<file path="src/hdl/bgid_pkg.sv">
package bgid_pkg;

  // geometry of the identifier and the board
  localparam int SEXTETS     = 14;
  localparam int SEXTET_BITS = 6;
  localparam int STREAM_BITS = SEXTETS * SEXTET_BITS;
  localparam int KEY_BITS    = 80;
  localparam int POINTS      = 25;
  localparam int BOARD_PTS   = 2 * POINTS;

  typedef logic [SEXTET_BITS-1:0] sextet_t;
  typedef logic [4:0]             count_t;
  typedef logic [4:0]             point_t;
  typedef logic [1:0]             status_t;
  typedef logic [5:0]             addr_t;

  localparam count_t CNT_MAX = 5'd31;

  // result status codes
  localparam status_t STATUS_OK         = 2'd0;
  localparam status_t STATUS_BAD_CHAR   = 2'd1;
  localparam status_t STATUS_INCOMPLETE = 2'd2;

  // one access to the point count memory
  typedef struct packed {
    logic   wr_en;
    addr_t  wr_addr;
    count_t wr_data;
    logic   rd_en;
    addr_t  rd_addr;
  } ram_req_t;

  typedef struct packed {
    logic    bad;
    sextet_t value;
  } char_map_t;

  // base64 alphabet lookup, bad set for anything outside it
  function automatic char_map_t map_char(input logic [7:0] c);
    char_map_t  res;
    logic [7:0] tmp;
    res = '0;
    tmp = 8'd0;
    if (c >= 8'h41 && c <= 8'h5A) begin
      tmp = c - 8'd65;
    end else if (c >= 8'h61 && c <= 8'h7A) begin
      tmp = c - 8'd71;
    end else if (c >= 8'h30 && c <= 8'h39) begin
      tmp = c + 8'd4;
    end else if (c == 8'h2B) begin
      tmp = 8'd62;
    end else if (c == 8'h2F) begin
      tmp = 8'd63;
    end else begin
      res.bad = 1'b1;
    end
    res.value = tmp[SEXTET_BITS-1:0];
    return res;
  endfunction

endpackage

</file>
<file path="src/hdl/backgammon_position_id_decoder.sv">
// channel | direction | handshake           | payload
// in_     | input     | in_valid / in_stall | id_char, final_char
// out_    | output    | out_valid/out_stall | side, point_number, checkers, status, end_of_board
//
// characters are taken while in_stall is low; after the final one the key is walked one bit a cycle,
// then the 50 counts leave through the count memory read port, each read in ST_RD and loaded
// into the output register in ST_LD.
// an error result is loaded into the output register from ST_ERR once that register is free.
// rst_n is synchronous; reset empties the output register and the character store.
// out_stall holds the output register and pauses the walk over the memory; in_stall is high
// from the final character until the last result sits in the output register.
module backgammon_position_id_decoder (
  input  logic               clk,
  input  logic               rst_n,
  input  logic               in_valid,
  output logic               in_stall,
  input  logic [7:0]         in_id_char,
  input  logic               in_final_char,
  output logic               out_valid,
  input  logic               out_stall,
  output logic               out_side,
  output bgid_pkg::point_t   out_point_number,
  output bgid_pkg::count_t   out_checkers,
  output bgid_pkg::status_t  out_status,
  output logic               out_end_of_board
);
  import bgid_pkg::*;

  localparam logic [2:0] ST_LOAD   = 3'd0;
  localparam logic [2:0] ST_DECODE = 3'd1;
  localparam logic [2:0] ST_ERR    = 3'd2;
  localparam logic [2:0] ST_RD     = 3'd3;
  localparam logic [2:0] ST_LD     = 3'd4;

  logic [2:0]          state_r;
  logic [6:0]          bit_idx_r;
  logic                player_r;
  point_t              point_r;
  count_t              cnt_r;
  status_t             err_r;

  logic                out_valid_r;
  logic                out_side_r;
  point_t              out_point_r;
  count_t              out_checkers_r;
  status_t             out_status_r;
  logic                out_eob_r;

  logic [KEY_BITS-1:0] key_bits;
  logic                bad_seen;
  logic                in_acc;
  logic                out_free;
  logic                out_load;
  logic                clear;
  logic [6:0]          key_sel;
  logic                key_bit;
  logic                last_pt;
  addr_t               addr;
  ram_req_t            ram_req;
  count_t              rd_data;

  assign in_acc   = in_valid && !in_stall;
  assign in_stall = (state_r != ST_LOAD);
  assign out_free = !out_valid_r || !out_stall;
  assign out_load = out_free && ((state_r == ST_ERR) || (state_r == ST_LD));
  assign last_pt  = player_r && (point_r == point_t'(POINTS-1));

  // key bytes are read lsb first over an msb-first stream
  assign key_sel = {bit_idx_r[6:3], ~bit_idx_r[2:0]};
  assign key_bit = key_bits[key_sel];
  assign addr    = player_r ? (addr_t'(point_r) + addr_t'(POINTS)) : addr_t'(point_r);

  assign clear = out_free && ((state_r == ST_ERR) || (state_r == ST_LD && last_pt));

  bgid_sextet_store u_store (
    .clk      (clk),
    .rst_n    (rst_n),
    .wr_en    (in_acc),
    .id_char  (in_id_char),
    .clear    (clear),
    .key_bits (key_bits),
    .bad_seen (bad_seen)
  );

  // memory traffic: count write on a point advance, read while emitting
  always_comb begin
    ram_req = '0;
    if (state_r == ST_DECODE && !bad_seen && !key_bit) begin
      ram_req.wr_en   = 1'b1;
      ram_req.wr_addr = addr;
      ram_req.wr_data = cnt_r;
    end
    if (state_r == ST_RD) begin
      ram_req.rd_en   = 1'b1;
      ram_req.rd_addr = addr;
    end
  end

  bgid_count_ram u_ram (
    .clk     (clk),
    .req     (ram_req),
    .rd_data (rd_data)
  );

  // sequencer: load, walk the key bits, then report
  always_ff @(posedge clk) begin
    if (!rst_n) begin
      state_r     <= ST_LOAD;
      bit_idx_r   <= '0;
      player_r    <= 1'b0;
      point_r     <= '0;
      cnt_r       <= '0;
      err_r       <= STATUS_OK;
      out_valid_r <= 1'b0;
    end else begin
      out_valid_r <= out_load || (out_valid_r && out_stall);
      unique case (state_r)
        ST_LOAD: begin
          if (in_acc && in_final_char) begin
            state_r   <= ST_DECODE;
            bit_idx_r <= '0;
            player_r  <= 1'b0;
            point_r   <= '0;
            cnt_r     <= '0;
          end
        end
        ST_DECODE: begin
          if (bad_seen) begin
            err_r   <= STATUS_BAD_CHAR;
            state_r <= ST_ERR;
          end else begin
            bit_idx_r <= bit_idx_r + 7'd1;
            if (key_bit) begin
              if (cnt_r != CNT_MAX) begin
                cnt_r <= cnt_r + 5'd1;
              end
            end else begin
              cnt_r <= '0;
              if (point_r == point_t'(POINTS-1)) begin
                point_r  <= '0;
                player_r <= ~player_r;
              end else begin
                point_r <= point_r + 5'd1;
              end
            end
            if (!key_bit && last_pt) begin
              state_r <= ST_RD;
            end else if (bit_idx_r == 7'(KEY_BITS-1)) begin
              err_r   <= STATUS_INCOMPLETE;
              state_r <= ST_ERR;
            end
          end
        end
        ST_ERR: begin
          if (out_free) begin
            out_side_r     <= 1'b0;
            out_point_r    <= '0;
            out_checkers_r <= '0;
            out_status_r   <= err_r;
            out_eob_r      <= 1'b1;
            state_r        <= ST_LOAD;
          end
        end
        ST_RD: begin
          state_r <= ST_LD;
        end
        ST_LD: begin
          if (out_free) begin
            out_side_r     <= player_r;
            out_point_r    <= point_r;
            out_checkers_r <= rd_data;
            out_status_r   <= STATUS_OK;
            out_eob_r      <= last_pt;
            if (last_pt) begin
              state_r <= ST_LOAD;
            end else begin
              state_r <= ST_RD;
              if (point_r == point_t'(POINTS-1)) begin
                point_r  <= '0;
                player_r <= 1'b1;
              end else begin
                point_r <= point_r + 5'd1;
              end
            end
          end
        end
        default: begin
          state_r <= ST_LOAD;
        end
      endcase
    end
  end

  assign out_valid        = out_valid_r;
  assign out_side         = out_side_r;
  assign out_point_number = out_point_r;
  assign out_checkers     = out_checkers_r;
  assign out_status       = out_status_r;
  assign out_end_of_board = out_eob_r;

  // count writes stay inside the board
  a_wr_range: assert property (@(posedge clk) disable iff (!rst_n)
    ram_req.wr_en |-> (ram_req.wr_addr < addr_t'(BOARD_PTS)))
    else $error("count write outside the board");

  // point counter never passes the last point of a side
  a_point_range: assert property (@(posedge clk) disable iff (!rst_n)
    point_r <= point_t'(POINTS-1))
    else $error("point counter out of range");

  // the key walk never reads past the key
  a_bit_range: assert property (@(posedge clk) disable iff (!rst_n)
    (state_r == ST_DECODE) |-> (bit_idx_r < 7'(KEY_BITS)))
    else $error("key walk past the last bit");

  // an error result is always the only and last beat
  a_err_eob: assert property (@(posedge clk) disable iff (!rst_n)
    (out_valid_r && out_status_r != STATUS_OK) |-> out_eob_r)
    else $error("error beat without end of board");

endmodule

</file>
<file path="src/hdl/bgid_sextet_store.sv">
module bgid_sextet_store (
  input  logic                               clk,
  input  logic                               rst_n,
  input  logic                               wr_en,
  input  logic [7:0]                         id_char,
  input  logic                               clear,
  output logic [bgid_pkg::KEY_BITS-1:0]      key_bits,
  output logic                               bad_seen
);
  import bgid_pkg::*;

  sextet_t                sextet_r [SEXTETS];
  logic [3:0]             char_cnt_r;
  logic                   bad_r;
  char_map_t              mapped;
  logic [STREAM_BITS-1:0] stream;

  assign mapped = map_char(id_char);

  // store the first characters as sextets, later ones dropped unchecked
  always_ff @(posedge clk) begin
    if (!rst_n || clear) begin
      char_cnt_r <= 4'd0;
      bad_r      <= 1'b0;
      for (int i = 0; i < SEXTETS; i++) begin
        sextet_r[i] <= '0;
      end
    end else if (wr_en && char_cnt_r < 4'(SEXTETS)) begin
      char_cnt_r <= char_cnt_r + 4'd1;
      if (mapped.bad) begin
        bad_r <= 1'b1;
      end
      for (int i = 0; i < SEXTETS; i++) begin
        if (char_cnt_r == 4'(i)) begin
          sextet_r[i] <= mapped.bad ? '0 : mapped.value;
        end
      end
    end
  end

  // bit stream, position 0 is the msb of the first sextet
  always_comb begin
    stream = '0;
    for (int i = 0; i < SEXTETS; i++) begin
      for (int m = 0; m < SEXTET_BITS; m++) begin
        stream[SEXTET_BITS*i + SEXTET_BITS-1 - m] = sextet_r[i][m];
      end
    end
  end

  assign key_bits = stream[KEY_BITS-1:0];
  assign bad_seen = bad_r;

endmodule

</file>
<file path="src/hdl/bgid_count_ram.sv">
module bgid_count_ram (
  input  logic               clk,
  input  bgid_pkg::ram_req_t req,
  output bgid_pkg::count_t   rd_data
);
  import bgid_pkg::*;

  count_t mem [BOARD_PTS];
  count_t rd_data_r;

  // one write and one registered read per cycle
  always_ff @(posedge clk) begin
    if (req.wr_en) begin
      mem[req.wr_addr] <= req.wr_data;
    end
    if (req.rd_en) begin
      rd_data_r <= mem[req.rd_addr];
    end
  end

  assign rd_data = rd_data_r;

endmodule
</file>
<file path="config.mk">
export PLATFORM = sky130hd
export DESIGN_NAME = backgammon_position_id_decoder
export DESIGN_NICKNAME = d
export VERILOG_FILES = /design/src/hdl/bgid_pkg.sv /design/src/hdl/backgammon_position_id_decoder.sv /design/src/hdl/bgid_sextet_store.sv /design/src/hdl/bgid_count_ram.sv
export SDC_FILE = /design/constraint.sdc
export NUM_CORES = 1
export LEC_CHECK = 0
export ABC_AREA = 1
export BUFFER_PORTS_ARGS = -buffer_cell sky130_fd_sc_hd__buf_2
export CAP_MARGIN = 10
export CORE_ASPECT_RATIO = 0.9
export CORE_MARGIN = 5
export CORE_UTILIZATION = 50
export CTS_BUF_LIST = sky130_fd_sc_hd__clkbuf_4 sky130_fd_sc_hd__clkbuf_8
export DETAILED_ROUTE_END_ITERATION = 16
export HOLD_SLACK_MARGIN = 0.08
export PLACE_DENSITY = 0.65
export SLEW_MARGIN = 40
export SYNTH_ARGS = -nofsm -noshare
export SYNTH_HDL_FRONTEND = slang
export SYNTH_SLANG_ARGS = --single-unit
</file>
<file path="constraint.sdc">
create_clock -name clk -period 3.15 [get_ports clk]
set_input_delay 0.4725 -clock clk [delete_from_list [all_inputs] [get_ports clk]]
set_output_delay 0.4725 -clock clk [all_outputs]
set_load 0.01 [all_outputs]
</file>
==> parameters.txt <==
Parameter                              Value

Die
  Die width ... 204.2 um
  Number of ports placed on the die boundary ... 29
  Area enclosed by the die boundary ... 37720 um2
  Number of standard-cell rows in the floorplan ... 64
  Area of the placeable core ... 33790 um2
  Die Y-Extent ... 184.8 um
  Initial core utilization ... 50.21%

Place
  Final Wtd Congestion ... 0.9034
  Cell count after placement ... 2078
  I/O Buffers ... 28
  Detailed-placement wirelength estimate ... 27.46 mm
  Worst slack after detailed placement ... -146.0 ps

Yosys
  Number of flip-flops and latches in the synthesized netlist ... 378
  EDFF count, synth ... 349
  Most area-consuming cells after synthesis ... edfxtp_1, nor2_1, nand2_1, dfxtp_1, o21ai_0
  Yosys warning count ... 0
  Most instantiated library cell after synthesis ... edfxtp_1
  Combined area of all synthesized cells ... 16970 um2
  Average cell area after synthesis ... 10.68 um2
  Async set-reset flop share out of synthesis ... 0%
  Synthesized netlist net count ... 1619
  Most used DFF post-synth ... edfxtp_1
  Count of different cell masters after synthesis ... 47
  Commonest cells in the netlist ... edfxtp_1, nor2_1, nand2_1
  Share of synthesized area occupied by flip-flops and latches ... 65.19%
  Area share of the largest cell type after synthesis ... 61.77%
  Number of cells produced by synthesis ... 1588
  Cell type with the highest aggregate area in the netlist ... edfxtp_1

Setup path
  Slowest stage delay, CP ... 480 ps
  Standard cell with the maximum stage delay on the critical path ... nor2_1
  Critical path data arrival time ... 3200 ps
  Critical path, cell by cell ... buf_12, nand2_1, nand3_1, nand2_1, nand2_1, nand2_1, inv_1, nand2_1, nand2_1, nand2_1, o21ai_2, nand2_2, inv_2, nand2_4, inv_2, nand4_4, nor2_1
  Endpoint type of the worst setup path ... flop
  Startpoint-to-endpoint class of the critical path ... reg -> reg
  Most common cell on crit path ... nand2_1
  Maximum net fanout on the critical path ... 27
  Required arrival time at the worst endpoint ... 3400 ps
  Kind of start point of the critical path ... flop

STA
  Clock period minus worst slack ... 2944 ps
  # setup viols final ... 0
  Max-slew headroom at the worst pin ... 47.89%
  Smallest hold slack ... 197.5 ps
  Transition time of the tightest slew-check pin ... 779.8 ps
  Highest attainable clock frequency ... 339.7 MHz
  Setup slack of the critical path after layout ... 206.0 ps
  Final Cycle Share ... 93.46%
  RSZ-0062 raised after global routing ... false
  Final Hold Vio Count ... 0
  Max Slew Vio Count ... 0
  Clock skew ... 37.99 ps

Clocking
  TritonCTS Buffers ... 61
  Clock latency reported for the late side of the worst-skew pair ... 620 ps
  Clock slew seen by the registers of the worst setup and hold paths ... 60 ps
  Number of H-tree levels ... 2
  Cell chosen for the clock root ... clkbuf_8
  TritonCTS clock tree ... built
  Max Buffers Root-to-Sink ... 3
  Hold-fix buffers at CTS ... 0
  TritonCTS sink count ... 378

GRT
  Number of global-route vias before repair ... 11730
  Number of antenna violations at the first check in global routing ... 0
  Maximum number of pins on one net before global-route repair ... 52
  Wire length of the first global-routing pass ... 65.10 mm
  GRT overflow ... 0
  Global-route total usage across every layer ... 22.02%

Finish
  Non-filler cells, final ... 2191
  Fraction of layout cells with a size suffix above 1 ... 18.05%
  Seq. cell area ... 11070 um2
  Diodes inserted ... 0
  Number of fill cells in the layout ... 2840
  Utilization of the core after routing ... 58.05%
  Area of the multi-input gates ... 5341 um2
  Fin nets ... 1711
  Area overhead of the layout relative to synthesis ... 15.60%

Routing
  Remaining design rule violation count ... 0
  Post-Route WL ... 41.62 mm
  1st-iter DRT viols ... 1011
  Vias per std cell ... 5.527
  Wire per inst ... 19.00 um
  First-pass detailed-route iteration total ... 5
  Number of nets still failing antenna checks after routing ... 0
  Via total after detailed routing ... 12110

Run status
  Result of the run ... finished clean

Run
  Count of maximum capacitance violations ... 0

Min path
  Min-Delay Path Class ... in -> reg

Power and ir drop
  Static power due to leakage ... 6.692 nW
  Sum of internal, switching and leakage power ... 11.84 mW
  Power density over the cells ... 603.7 nW/um2
  Worst voltage drop across the vdd grid ... 0.3569 mV
[what timing repair did]
item,in CTS,in global routing
endpoints found under the setup margin,123,413
buffers inserted,0,0
resized for setup,19,61
pin swaps,0,4
[path summary, 6_finish.rpt]
check / slack [ps] / cells past startpoint / from / end
min: 200 / 3 / rst_n / player_r$_SDFFE_PN0P_
max reg2reg: 210 / 17 / bit_idx_r[0]$_SDFFE_PN0P_ / u_ram.mem[1][3]$_DFFE_PP_
max: 210 / 17 / bit_idx_r[0]$_SDFFE_PN0P_ / u_ram.mem[1][3]$_DFFE_PP_
min reg2reg: 460 / 2 / err_r[1]$_SDFFE_PN0P_ / err_r[1]$_SDFFE_PN0P_
[per-layer routing]
layer | global-route usage (%) | share of wire, % | up-vias
met5 | 0 | 0 | -
met4 | 7.181 | 2.7 | 0
met3 | 3.871 | 6.6 | 76
met2 | 35.30 | 47 | 407
met1 | 30.94 | 44 | 5873
li1 | - | - | 5754
[area by class of cell]
| type | instances | share of cell area (%) |
|---|---|---|
| Sequential cell | 378 | 56.41 |
| Multi-Input combinational cell | 1000 | 27.23 |
| Clock buffer | 78 | 5.058 |
| Timing Repair Buffer | 99 | 4.108 |
| Tap cell | 462 | 2.947 |
| Inverter | 140 | 2.717 |
| Clock inverter | 34 | 1.525 |
[where the power goes]
part	total, mW	internal (mW)	leakage (nW)	switching [mW]
combinational	1.64	0.467	2.83	1.17
clock	4.43	2.48	0.683	1.95
sequential	5.78	5.68	3.18	0.0980
total	11.8	8.63	6.69	3.21
[critical path, delay by kind of cell (launching register included)]
family,cells,cell delay [ps]
AO/OA/AOI/OAI,1,230
buffers and inverters,4,440
flip-flops,1,410
AND/OR/NAND/NOR,12,1490
[stage by stage]
step | instance area [um2] | TNS, ps
final | 19620 | 0
after global routing | 19620 | 0
after CTS | 19360 | -2798
after detailed placement | 18020 | -3424
after global placement | 18020 | -1042
after floorplan | 16970 | -25350
[flip-flops by register name (all words and copies together) (netlist names)]
name,cells
state_r,3
out_end_of_board,1
player_r,1
err_r,2
bit_idx_r,7
out_side,1
out_point_number,5
out_status,2
u_ram.mem,250
out_checkers,5
u_store.char_cnt_r,4
cnt_r,5
u_store.bad_seen,1
u_ram.rd_data,5
out_valid,1
point_r,5
u_store.sextet_r,80
[placed cells by master, fill, tap and decap left out, types with 4 or more instances in the layout]
cell type	n
o221ai_1	26
bufinv_16	5
nor2_4	34
nand4_1	5
nand3_1	95
or2_2	26
nor2_1	263
o211ai_1	50
clkinv_2	16
o21ai_1	5
o22ai_1	18
o31ai_1	9
xor2_1	11
edfxtp_1	349
inv_1	125
nand3_4	4
inv_2	11
dfxtp_1	27
o21ai_0	114
ha_1	18
buf_2	28
nor3_1	6
clkbuf_8	65
o311ai_0	8
a21oi_1	17
nor2_2	19
buf_12	9
clkinv_1	13
o32ai_1	4
buf_4	61
nand2_1	237
clkbuf_4	13
[cell families after synthesis]
logic type                 synth area share (%)
adders and majority gates                 1.327
xor gates and xnor gates                 0.6194
and+or+nand+nor                           17.36
muxes                                   0.05900
AOI/OAI and AO/OA                         10.21
DFF                                       65.19
buffers and inverters                     5.243
(Power assumes the default switching activity.)
